<file path="src/hw/rtl/mcptt_pkg.sv">
// types and constants for the periodic tick timer bank
// no dependencies; imported by the interfaces and all modules
`timescale 1ns / 1ps

package mcptt_pkg;

  localparam int CMD_W    = 2;
  localparam int CHAN_W   = 2;
  localparam int PERIOD_W = 32;
  localparam int MASK_W   = 2;
  localparam int MS_W     = 32;

  typedef enum logic [CMD_W-1:0] {
    CMD_TICK  = 2'd0,
    CMD_START = 2'd1,
    CMD_STOP  = 2'd2
  } cmd_t;

  // control from the top level to one channel
  typedef struct packed {
    logic                tick;
    logic                load;
    logic                active_set;
    logic [PERIOD_W-1:0] period;
  } chan_ctl_t;

  // status from one channel back to the top level
  typedef struct packed {
    logic active_nxt;
    logic fire;
  } chan_sts_t;

endpackage

</file>
<file path="src/hw/rtl/mcptt_if.sv">
// valid/ready channel interfaces for command input and result output
// depends on mcptt_pkg
`timescale 1ns / 1ps

interface mcptt_in_if
  import mcptt_pkg::*;
  ();
  logic                valid;
  logic                ready;
  logic [CMD_W-1:0]    cmd;
  logic [CHAN_W-1:0]   channel;
  logic [PERIOD_W-1:0] period_ms;
  logic                with_callback;

  modport source (output valid, cmd, channel, period_ms, with_callback, input ready);
  modport sink   (input valid, cmd, channel, period_ms, with_callback, output ready);
endinterface

interface mcptt_out_if
  import mcptt_pkg::*;
  ();
  logic              valid;
  logic              ready;
  logic [MASK_W-1:0] fire_mask;
  logic [MS_W-1:0]   ms_count;
  logic              any_active;

  modport source (output valid, fire_mask, ms_count, any_active, input ready);
  modport sink   (input valid, fire_mask, ms_count, any_active, output ready);
endinterface

</file>
<file path="src/hw/rtl/mcptt_chan.sv">
// one timer channel: active flag, tick count and interval
// depends on mcptt_pkg
`timescale 1ns / 1ps

module mcptt_chan
  import mcptt_pkg::*;
(
  input  logic      clk,
  input  logic      rst_n,
  input  chan_ctl_t ctl,
  output chan_sts_t sts
);

  logic                active_r, active_nxt;
  logic [PERIOD_W-1:0] count_r, count_nxt;
  logic [PERIOD_W-1:0] period_r, period_nxt;
  logic [PERIOD_W-1:0] count_inc;
  logic                fire;

  assign count_inc = count_r + PERIOD_W'(1);

  always_comb begin
    active_nxt = active_r;
    count_nxt  = count_r;
    period_nxt = period_r;
    fire       = 1'b0;
    if (ctl.load) begin
      active_nxt = ctl.active_set;
      count_nxt  = '0;
      period_nxt = ctl.period;
    end else if (ctl.tick && active_r) begin
      if (count_inc >= period_r) begin
        fire      = 1'b1;
        count_nxt = '0;
      end else begin
        count_nxt = count_inc;
      end
    end
  end

  always_ff @(posedge clk) begin
    if (!rst_n) begin
      active_r <= 1'b0;
      count_r  <= '0;
      period_r <= '0;
    end else begin
      active_r <= active_nxt;
      count_r  <= count_nxt;
      period_r <= period_nxt;
    end
  end

  assign sts.active_nxt = active_nxt;
  assign sts.fire       = fire;

endmodule

</file>
<file path="src/hw/rtl/multi_channel_periodic_tick_timer_top.sv">
// top level of the periodic tick timer bank: input register, channel bank, result register
// depends on mcptt_pkg, mcptt_if and mcptt_chan
//
//   port     dir  fields                                      
//   in_bus   in   cmd, channel, period_ms, with_callback     
//   out_bus  out  fire_mask, ms_count, any_active            
//
// one item per cycle sustained unless out_bus.ready stalls; a command's result goes from
// the input register to the result register, and each of the two holds one item
// out_bus.ready stalls the result register and, through it, in_bus.ready
// synchronous active-low reset clears the counters, channels and valid flags
`timescale 1ns / 1ps

module multi_channel_periodic_tick_timer_top
  import mcptt_pkg::*;
#(
  parameter int CHANNELS = 2
) (
  input  logic               clk,
  input  logic               rst_n,
  mcptt_in_if.sink           in_bus,
  mcptt_out_if.source        out_bus
);

  // input register
  logic                s1_valid_r;
  logic [CMD_W-1:0]    s1_cmd_r;
  logic [CHAN_W-1:0]   s1_chan_r;
  logic [PERIOD_W-1:0] s1_period_r;
  logic                s1_cb_r;

  // result register
  logic              out_valid_r;
  logic [MASK_W-1:0] out_fire_r, out_fire_nxt;
  logic [MS_W-1:0]   out_ms_r;
  logic              out_act_r;

  logic [MS_W-1:0]   millis_r, millis_nxt;
  logic              adv, step, is_tick, is_start, is_stop;
  logic [CHANNELS-1:0] fire_vec, active_vec;
  chan_ctl_t ctl [CHANNELS];
  chan_sts_t sts [CHANNELS];

  assign adv          = !out_valid_r || out_bus.ready;
  assign step         = adv && s1_valid_r;
  assign in_bus.ready = !s1_valid_r || adv;

  always_comb begin
    is_tick  = 1'b0;
    is_start = 1'b0;
    is_stop  = 1'b0;
    case (s1_cmd_r)
      CMD_TICK:  is_tick  = 1'b1;
      CMD_START: is_start = 1'b1;
      CMD_STOP:  is_stop  = 1'b1;
      default:   ;
    endcase
  end

  assign millis_nxt = is_tick ? millis_r + MS_W'(1) : millis_r;

  for (genvar c = 0; c < CHANNELS; c++) begin : g_chan
    logic hit;
    assign hit = step && (s1_chan_r == CHAN_W'(c)) && (is_start || is_stop);
    assign ctl[c].tick       = step && is_tick;
    assign ctl[c].load       = hit;
    assign ctl[c].active_set = is_start && s1_cb_r;
    assign ctl[c].period     = is_start ? s1_period_r : '0;

    mcptt_chan u_chan (
      .clk   (clk),
      .rst_n (rst_n),
      .ctl   (ctl[c]),
      .sts   (sts[c])
    );

    assign fire_vec[c]   = sts[c].fire;
    assign active_vec[c] = sts[c].active_nxt;
  end

  // only the lowest channels reach the mask
  for (genvar m = 0; m < MASK_W; m++) begin : g_mask
    if (m < CHANNELS) begin : g_used
      assign out_fire_nxt[m] = fire_vec[m];
    end else begin : g_unused
      assign out_fire_nxt[m] = 1'b0;
    end
  end

  always_ff @(posedge clk) begin
    if (!rst_n) begin
      s1_valid_r  <= 1'b0;
      out_valid_r <= 1'b0;
      millis_r    <= '0;
    end else begin
      if (in_bus.ready) begin
        s1_valid_r <= in_bus.valid;
      end
      if (adv) begin
        out_valid_r <= s1_valid_r;
      end
      if (step) begin
        millis_r <= millis_nxt;
      end
    end
  end

  always_ff @(posedge clk) begin
    if (in_bus.ready && in_bus.valid) begin
      s1_cmd_r    <= in_bus.cmd;
      s1_chan_r   <= in_bus.channel;
      s1_period_r <= in_bus.period_ms;
      s1_cb_r     <= in_bus.with_callback;
    end
    if (step) begin
      out_fire_r <= out_fire_nxt;
      out_ms_r   <= millis_nxt;
      out_act_r  <= |active_vec;
    end
  end

  assign out_bus.valid      = out_valid_r;
  assign out_bus.fire_mask  = out_fire_r;
  assign out_bus.ms_count   = out_ms_r;
  assign out_bus.any_active = out_act_r;

  a_no_fire_off_tick: assert property (@(posedge clk) disable iff (!rst_n)
    (step && !is_tick) |=> (out_fire_r == '0))
    else $error("fire mask set on a non-tick transfer");

  a_ms_on_tick: assert property (@(posedge clk) disable iff (!rst_n)
    (step && is_tick) |=> (out_ms_r == MS_W'($past(millis_r) + MS_W'(1))))
    else $error("ms counter did not advance by one on tick");

  a_ms_hold: assert property (@(posedge clk) disable iff (!rst_n)
    (step && !is_tick) |=> (millis_r == $past(millis_r)))
    else $error("ms counter moved without a tick");

  a_fire_active: assert property (@(posedge clk) disable iff (!rst_n)
    (out_valid_r && (out_fire_r != '0)) |-> out_act_r)
    else $error("channel fired with no channel active");

endmodule

</file>
<file path="src/flat_wrapper.sv">
// flat-port wrapper written by rule: the top's interface ports become plain ports
module multi_channel_periodic_tick_timer_top_flat import mcptt_pkg::*;
#(
  parameter int CHANNELS = 2
)
  (clk, rst_n, in_bus_valid, in_bus_cmd, in_bus_channel, in_bus_period_ms, in_bus_with_callback, in_bus_ready, out_bus_valid, out_bus_fire_mask, out_bus_ms_count, out_bus_any_active, out_bus_ready);
  mcptt_in_if in_bus_i ();
  mcptt_out_if out_bus_i ();
  input  logic clk;
  input  logic rst_n;
  input wire logic [$bits(in_bus_i.valid)-1:0] in_bus_valid;
  input wire logic [$bits(in_bus_i.cmd)-1:0] in_bus_cmd;
  input wire logic [$bits(in_bus_i.channel)-1:0] in_bus_channel;
  input wire logic [$bits(in_bus_i.period_ms)-1:0] in_bus_period_ms;
  input wire logic [$bits(in_bus_i.with_callback)-1:0] in_bus_with_callback;
  output wire logic [$bits(in_bus_i.ready)-1:0] in_bus_ready;
  output wire logic [$bits(out_bus_i.valid)-1:0] out_bus_valid;
  output wire logic [$bits(out_bus_i.fire_mask)-1:0] out_bus_fire_mask;
  output wire logic [$bits(out_bus_i.ms_count)-1:0] out_bus_ms_count;
  output wire logic [$bits(out_bus_i.any_active)-1:0] out_bus_any_active;
  input wire logic [$bits(out_bus_i.ready)-1:0] out_bus_ready;
  assign in_bus_i.valid = in_bus_valid;
  assign in_bus_i.cmd = in_bus_cmd;
  assign in_bus_i.channel = in_bus_channel;
  assign in_bus_i.period_ms = in_bus_period_ms;
  assign in_bus_i.with_callback = in_bus_with_callback;
  assign in_bus_ready = in_bus_i.ready;
  assign out_bus_valid = out_bus_i.valid;
  assign out_bus_fire_mask = out_bus_i.fire_mask;
  assign out_bus_ms_count = out_bus_i.ms_count;
  assign out_bus_any_active = out_bus_i.any_active;
  assign out_bus_i.ready = out_bus_ready;
  multi_channel_periodic_tick_timer_top #(.CHANNELS(CHANNELS)) u_core (.clk(clk), .rst_n(rst_n), .in_bus(in_bus_i), .out_bus(out_bus_i));
endmodule
</file>
<file path="config.mk">
export PLATFORM = sky130hd
export DESIGN_NAME = multi_channel_periodic_tick_timer_top_flat
export DESIGN_NICKNAME = d
export VERILOG_FILES = /design/src/hw/rtl/mcptt_pkg.sv /design/src/hw/rtl/mcptt_if.sv /design/src/hw/rtl/mcptt_chan.sv /design/src/hw/rtl/multi_channel_periodic_tick_timer_top.sv /design/src/flat_wrapper.sv
export SDC_FILE = /design/constraint.sdc
export NUM_CORES = 1
export LEC_CHECK = 0
export ABC_CLOCK_PERIOD_IN_PS = 4800
export BUFFER_PORTS_ARGS = -buffer_cell sky130_fd_sc_hd__buf_2
export CORE_MARGIN = 3
export CORE_UTILIZATION = 45
export CTS_CLUSTER_DIAMETER = 40
export DETAILED_ROUTE_END_ITERATION = 16
export GPL_TIMING_DRIVEN = 0
export PLACE_DENSITY = 0.73
export REMOVE_ABC_BUFFERS = 1
export SKIP_LAST_GASP = 1
export SYNTH_ARGS = -nofsm -noshare
export SYNTH_HDL_FRONTEND = slang
export SYNTH_SLANG_ARGS = --single-unit
</file>
<file path="constraint.sdc">
create_clock -name clk -period 4.8 [get_ports clk]
set_clock_uncertainty 0.1 [all_clocks]
set_input_delay 0.96 -clock clk [delete_from_list [all_inputs] [get_ports clk]]
set_output_delay 0.96 -clock clk [all_outputs]
set_load 0.01 [all_outputs]
</file>
* Word-level counts from Yosys, hierarchy flattened
Cells that the tools add are included.
Word-level totals: flip-flop bits (word level) 236, bits in read-only memories 0, memories kept 0, latch bits 0, RAM bits 0, input port bits 41, output and inout bits 37
Operators by class: reduce and logical (&&, ||, !) cells 22, $mul 0, divide/modulo/power cells 0, shift operators 0, multiplexer cells 11, add/subtract/negate cells 3, bitwise gates (word level) 3, equal/unequal tests 3, $lt $le $gt $ge 2
Operators by type and width (count):
- $mux W32 | 4
- $add A32 B1 Y32 const B | 3
- $ge A32 B32 Y1 | 2
- $logic_and A1 B1 Y1 | 10
- $reduce_or A2 Y1 | 5
- $mux W1 | 7
- $eq A2 B1 Y1 const B | 2
- $logic_not A2 Y1 | 2
- $logic_or A1 B1 Y1 | 3
- $not A1 Y1 | 3
- $eq A2 B2 Y1 const B | 1
- $logic_not A1 Y1 | 2

* Longest topological paths before layout
depth in word-level cells 7, gate-level depth with buffers 15

* Modules after synthesis
Synthesis repeated with hierarchy kept, for this count alone.
Unflattened totals: cell total of the unflattened synthesis 1342, area total of the unflattened synthesis 12919.9 um^2
By module, submodules not included:
- mcptt_chan | area an instance 4187.8 um^2, sequential area each 1301.2 um^2, cells each 483, instances 2
- multi_channel_periodic_tick_timer_top | area an instance 4544.4 um^2, sequential area each 2842.7 um^2, cells each 376, instances 1

* Worst setup path before layout
OpenSTA, ideal clock, no wires.
kind flip-flop to flip-flop, from reg u_core.g_chan[0].u_chan.count_r[0], to reg u_core.g_chan[0].u_chan.count_r[23], stages on the path, launching flop included 16, data required time 4.582 ns, arrival 3.507 ns, path slack 1.076 ns, cell sequence dfxtp_1 ha_1 nand3_1 nor3_1 and2_1 and4_1 xnor2_1 inv_1 ha_1 nand4_1 or4_1 or4_1 a31o_2 buf_6 a41oi_1 o21ai_1
Between the ends: longest elaborated chain between the ends 3
RTL lines:
- start, declared | line mcptt_chan.sv:15 | logic [PERIOD_W-1:0] count_r, count_nxt;
- start signal, assigned | line mcptt_chan.sv:48 | count_r <= count_nxt;
- $add A32 B1 Y32 (*) | line mcptt_chan.sv:20 | assign count_inc = count_r + PERIOD_W'(1);
- $ge A32 B32 Y1 | line mcptt_chan.sv:32 | if (count_inc >= period_r) begin
- $mux W32 (*) | line mcptt_chan.sv:32
Mark *: on every way between the ends. The rest lies on a longest branch, timed or not. A chain may end at the register's enable or synchronous reset.

* Worst setup path in the final report
from reg u_core.g_chan[0].u_chan.count_r[0], to reg u_core.g_chan[0].u_chan.count_r[16]
Same word-level chain as after synthesis.

==> out/qor.csv <==
stage,metric,value,unit
sta,fin_crit_sh,90.2,%
finish,n_fill_cell,2338,
logic_synthesis,synth_edf_count,72,
critical_path,startpoint_type,register,
critical_path,r2r_slack,0.47,ns
grt,grt_first_pass_wirelength,45000,microns
place,pre_cts_ws,-0.249,ns
logic_synthesis,yosysWarnings,0,
sta,tightest_slew,1.25,ns
pwr,p_clk_share,53.1,%
clock_tree,tritoncts,done,
detailed_routing,met3_length,1510,microns
worst_hold_path,holdPathStages,2,
sta,finalSetupViolations,0,
sta,rsz0062_at_grt,no,
floorplan,io_pins,78,
pwr,p_int,3.78,mW
floorplan,start_util,45.9,%
place,postPlaceCellArea,12700,sq um
grt,grt_pass1_vias,9203,
logic_synthesis,ys.flop_type,dfxtp_1,
finish,finalInstanceArea,14000,sq um
logic_synthesis,netlist_area,12000,sq um
clock_tree,clk_path_buf_depth,3,
floorplan,die_x,169,microns
floorplan,dieArea,28700,sq um
critical_path,worstPathArrival,4.58,ns
pwr,switching_share,22.6,%
pwr,ir_worst_vdd,0.341,mV
critical_path,r2r-start,u_core.g_chan[0].u_chan.count_r[0],
sta,slew_violations,0,
clock_tree,cts_max_level,2,
detailed_routing,wire_per_inst,15.6,microns
logic_synthesis,async_reset_ff_share,0,%
finish,diodes,0,
place,hpwl,18700,microns
grt,grt-ovfl-total,0,
grt,grt_max_degree,107,
run_status,status,"finished, final reports clean",
sta,fin_crit,4.33,ns
clock_tree,ctsHoldBuffers,0,
critical_path,worstRegToRegCells,14,
logic_synthesis,netlist_instances,1307,
worst_hold_path,min_to,u_core.g_chan[0].u_chan.count_r[6],
pwr,p_leak,5.43,nW
place,io_buffers,77,
detailed_routing,ant_nets,0,
detailed_routing,vias,9420,
sta,report.final.hold_viol_count,0,
detailed_routing,dr_wl_met2,12900,microns
finish,nets,1480,
logic_synthesis,ys_seq_area_share,45.4,%
run,cap_violations,0,
clock_tree,cts_root_buf,clkbuf_16,
place,place.gp.congestion,0.858,
pwr,switching_power,1.11,mW
pwr,power_per_cell_area,350,nW/um^2
logic_synthesis,avgSynthCellArea,9.18,sq um
clock_tree,path_clk_slew,0.05,ns
finish,multi_input_area,6030,sq um
detailed_routing,wl,27100,microns
detailed_routing,avgViaCountPerCell,5.44,
finish,area_delta_synth_final,16.5,%
floorplan,die_h,169,microns
sta,fin_ws,0.472,ns
logic_synthesis,synth.distinct_cells,56,
detailed_routing,first_pass_iters,5,
pwr,seqPwrFrac,43.3,%
worst_hold_path,worstHoldStart,u_core.g_chan[0].u_chan.count_r[6],
worst_hold_path,hp-class,register to register,
finish,seqCellArea,5450,sq um
sta,slew-limit-headroom,16.8,%
detailed_routing,top_layer,met4,
clock_tree,cts_sinks,236,
critical_path,end_kind,register,
pwr,pwr-share-comb,3.6,%
detailed_routing,wl_met1,11800,microns
sta,tns,0,ns
clock_tree,insertion_delay,0.52,ns
critical_path,reg2reg_to,u_core.g_chan[0].u_chan.count_r[16],
detailed_routing,drc,0,
critical_path,cp_max_fo,22,
logic_synthesis,synth_seq_cells,236,
grt,grt_use_total,18.8,%
critical_path,crit_required,5.06,ns
critical_path,path_class,register to register,
clock_tree,cts_buffers,36,
grt,antenna_found_initial,0,
floorplan,rows,59,
floorplan,core,26100,sq um
finish,drive_gt1_share,12.0,%
sta,fmax,0.231,GHz
detailed_routing,drt_iter0_markers,721,
[layer usage]
metal,vias to the layer above,GRT usage (%)
met3,67,3.10
met1,4450,24.7
li1,4690,-
met4,0,7.47
met5,-,0
met2,213,31.2
[how the worst max path moves through the flow]
stage                                            start                                   to  depth (start not counted)
finish              u_core.g_chan[0].u_chan.count_r[0]  u_core.g_chan[0].u_chan.count_r[16]                         14
global route        u_core.g_chan[1].u_chan.count_r[3]   u_core.g_chan[1].u_chan.count_r[3]                         14
CTS                 u_core.g_chan[1].u_chan.count_r[2]  u_core.g_chan[1].u_chan.count_r[31]                         12
detailed placement  u_core.g_chan[0].u_chan.count_r[0]  u_core.g_chan[0].u_chan.count_r[27]                         14
global placement    u_core.g_chan[1].u_chan.count_r[0]  u_core.g_chan[1].u_chan.count_r[27]                         12
floorplan           u_core.g_chan[1].u_chan.count_r[0]  u_core.g_chan[1].u_chan.count_r[18]                         12
[Yosys cell counts, types with 3 or more instances]
cell       number  area, sq um
xor2_1         50          438
o21a_1          6         45.0
nor2_1         46          173
edfxtp_1       72         2160
dfxtp_1       164         3280
a21o_1          3         22.5
nand4b_1        4         35.0
inv_1          92          345
and2_1         40          250
or2_2           4         25.0
and4_1         12          105
nor2b_1        11         68.8
buf_1           3         11.3
o21ai_0        35          175
nor4_1          9         56.3
a31oi_1         5         31.3
a32o_1         18          180
a41oi_1         5         43.8
a21boi_0       69          518
o22ai_1         3         18.8
ha_1           69          863
nand4_1        47          294
clkbuf_1       54          203
nand3_1        91          455
buf_2           3         15.0
or3_1           6         37.5
xnor2_1        63          552
and3_1         26          163
o211ai_1       12         90.1
nand2_1       201          754
nand2b_1        9         56.3
a21oi_1        28          140
nor3_1         12         60.1
a2111oi_0       4         35.0
[state kept, by name (all words and copies together) (netlist names)]
signal,flops
u_core.s1_chan_r,2
u_core.s1_cb_r,1
u_core.g_chan.u_chan.active_r,2
u_core.out_bus.fire_mask,2
u_core.millis_r,32
u_core.out_bus.any_active,1
u_core.s1_cmd_r,2
u_core.s1_period_r,32
u_core.s1_valid_r,1
u_core.g_chan.u_chan.period_r,64
u_core.g_chan.u_chan.count_r,64
u_core.out_bus.valid,1
u_core.out_bus.ms_count,32
[critical path, stage by stage (launching register included)]
cell and delay, ns:
dfxtp_1 0.39, ha_1 0.25, nand3_1 0.18, nor3_2 0.35
and2_1 0.24, and4_1 0.22, xnor2_1 0.14, inv_1 0.06
ha_1 0.29, nand4_1 0.13, or4_1 0.55, or4_1 0.49
a31o_2 0.39, nand3_4 0.24, o21ai_0 0.15
[placed cells by master, fill, tap and decap left out, types with 4 or more instances in the layout]
cell and n:
ha_1 68, nand4_1 47, buf_4 5, nand3_1 90, nor4_1 8, and4_1 12
edfxtp_1 72, nor3_1 11, and3_1 26, a21oi_1 27, a32o_1 18, clkbuf_1 7
inv_1 91, a31oi_1 5, nor2_1 45, buf_8 4, buf_2 76, nand2_1 201
nor2b_1 11, or3_1 6, a21boi_0 69, nand4b_1 4, xnor2_1 63, o21a_1 6
xor2_1 50, dfxtp_1 164, and2_1 39, a41oi_1 5, clkinvlp_4 4, nand2b_1 9
o211ai_1 12, o21ai_0 35, or2_2 4, clkbuf_16 39
[cell families (layout without fill, tap and decap cells)]
kind of cell | Yosys count | count (layout) | share of synthesized area, %
AND/OR/NAND/NOR | 530 | 530 | 22.1
multiplexers | 3 | 3 | 0.261
adder cells (fa/ha/maj) | 69 | 69 | 7.20
XOR/XNOR | 113 | 113 | 8.25
AO/OA/AOI/OAI | 201 | 202 | 11.8
flip-flops | 236 | 236 | 45.4
buffers and inverters | 155 | 245 | 5.01
[power groups by stage]
stage          registers [mW]  logic, mW  clock network, mW
2_1_floorplan            2.16     0.0748                  0
3_3_place_gp             2.16      0.159                  0
3_5_place_dp             2.16      0.171                  0
4_1_cts                  2.11      0.172               2.65
5_1_grt                  2.12      0.189               2.74
6_report                 2.12      0.175               2.59
[through the flow]
stage | power, mW | util, % | instances | hold WS, ns
final | 4.89 | 53.5 | 1733 | 0.360
after global routing | 5.04 | 53.5 | 1733 | 0.382
after CTS | 4.93 | 53.3 | 1731 | 0.364
after detailed placement | 2.33 | 48.6 | 1665 | 0.358
after global placement | 2.32 | 48.0 | 1656 | 0.346
after floorplan | 2.23 | - | 1244 | 0.331
[final cells by class]
cell class | instances | share of cell area, %
multi-input cells | 917 | 43.1
clock inverters | 19 | 1.44
flip-flops and latches | 236 | 39.0
well taps | 335 | 3.00
repair buffers | 87 | 3.71
clock buffers | 47 | 7.27
inverters | 92 | 2.47
[timing repair]
action,4_1_cts,5_1_grt
cloned,0,1
endpoints found under the setup margin,22,47
gates resized for setup,3,5
pin swaps,0,2
setup buffers,0,1
No activity file was read; power rests on OpenSTA's default activity.
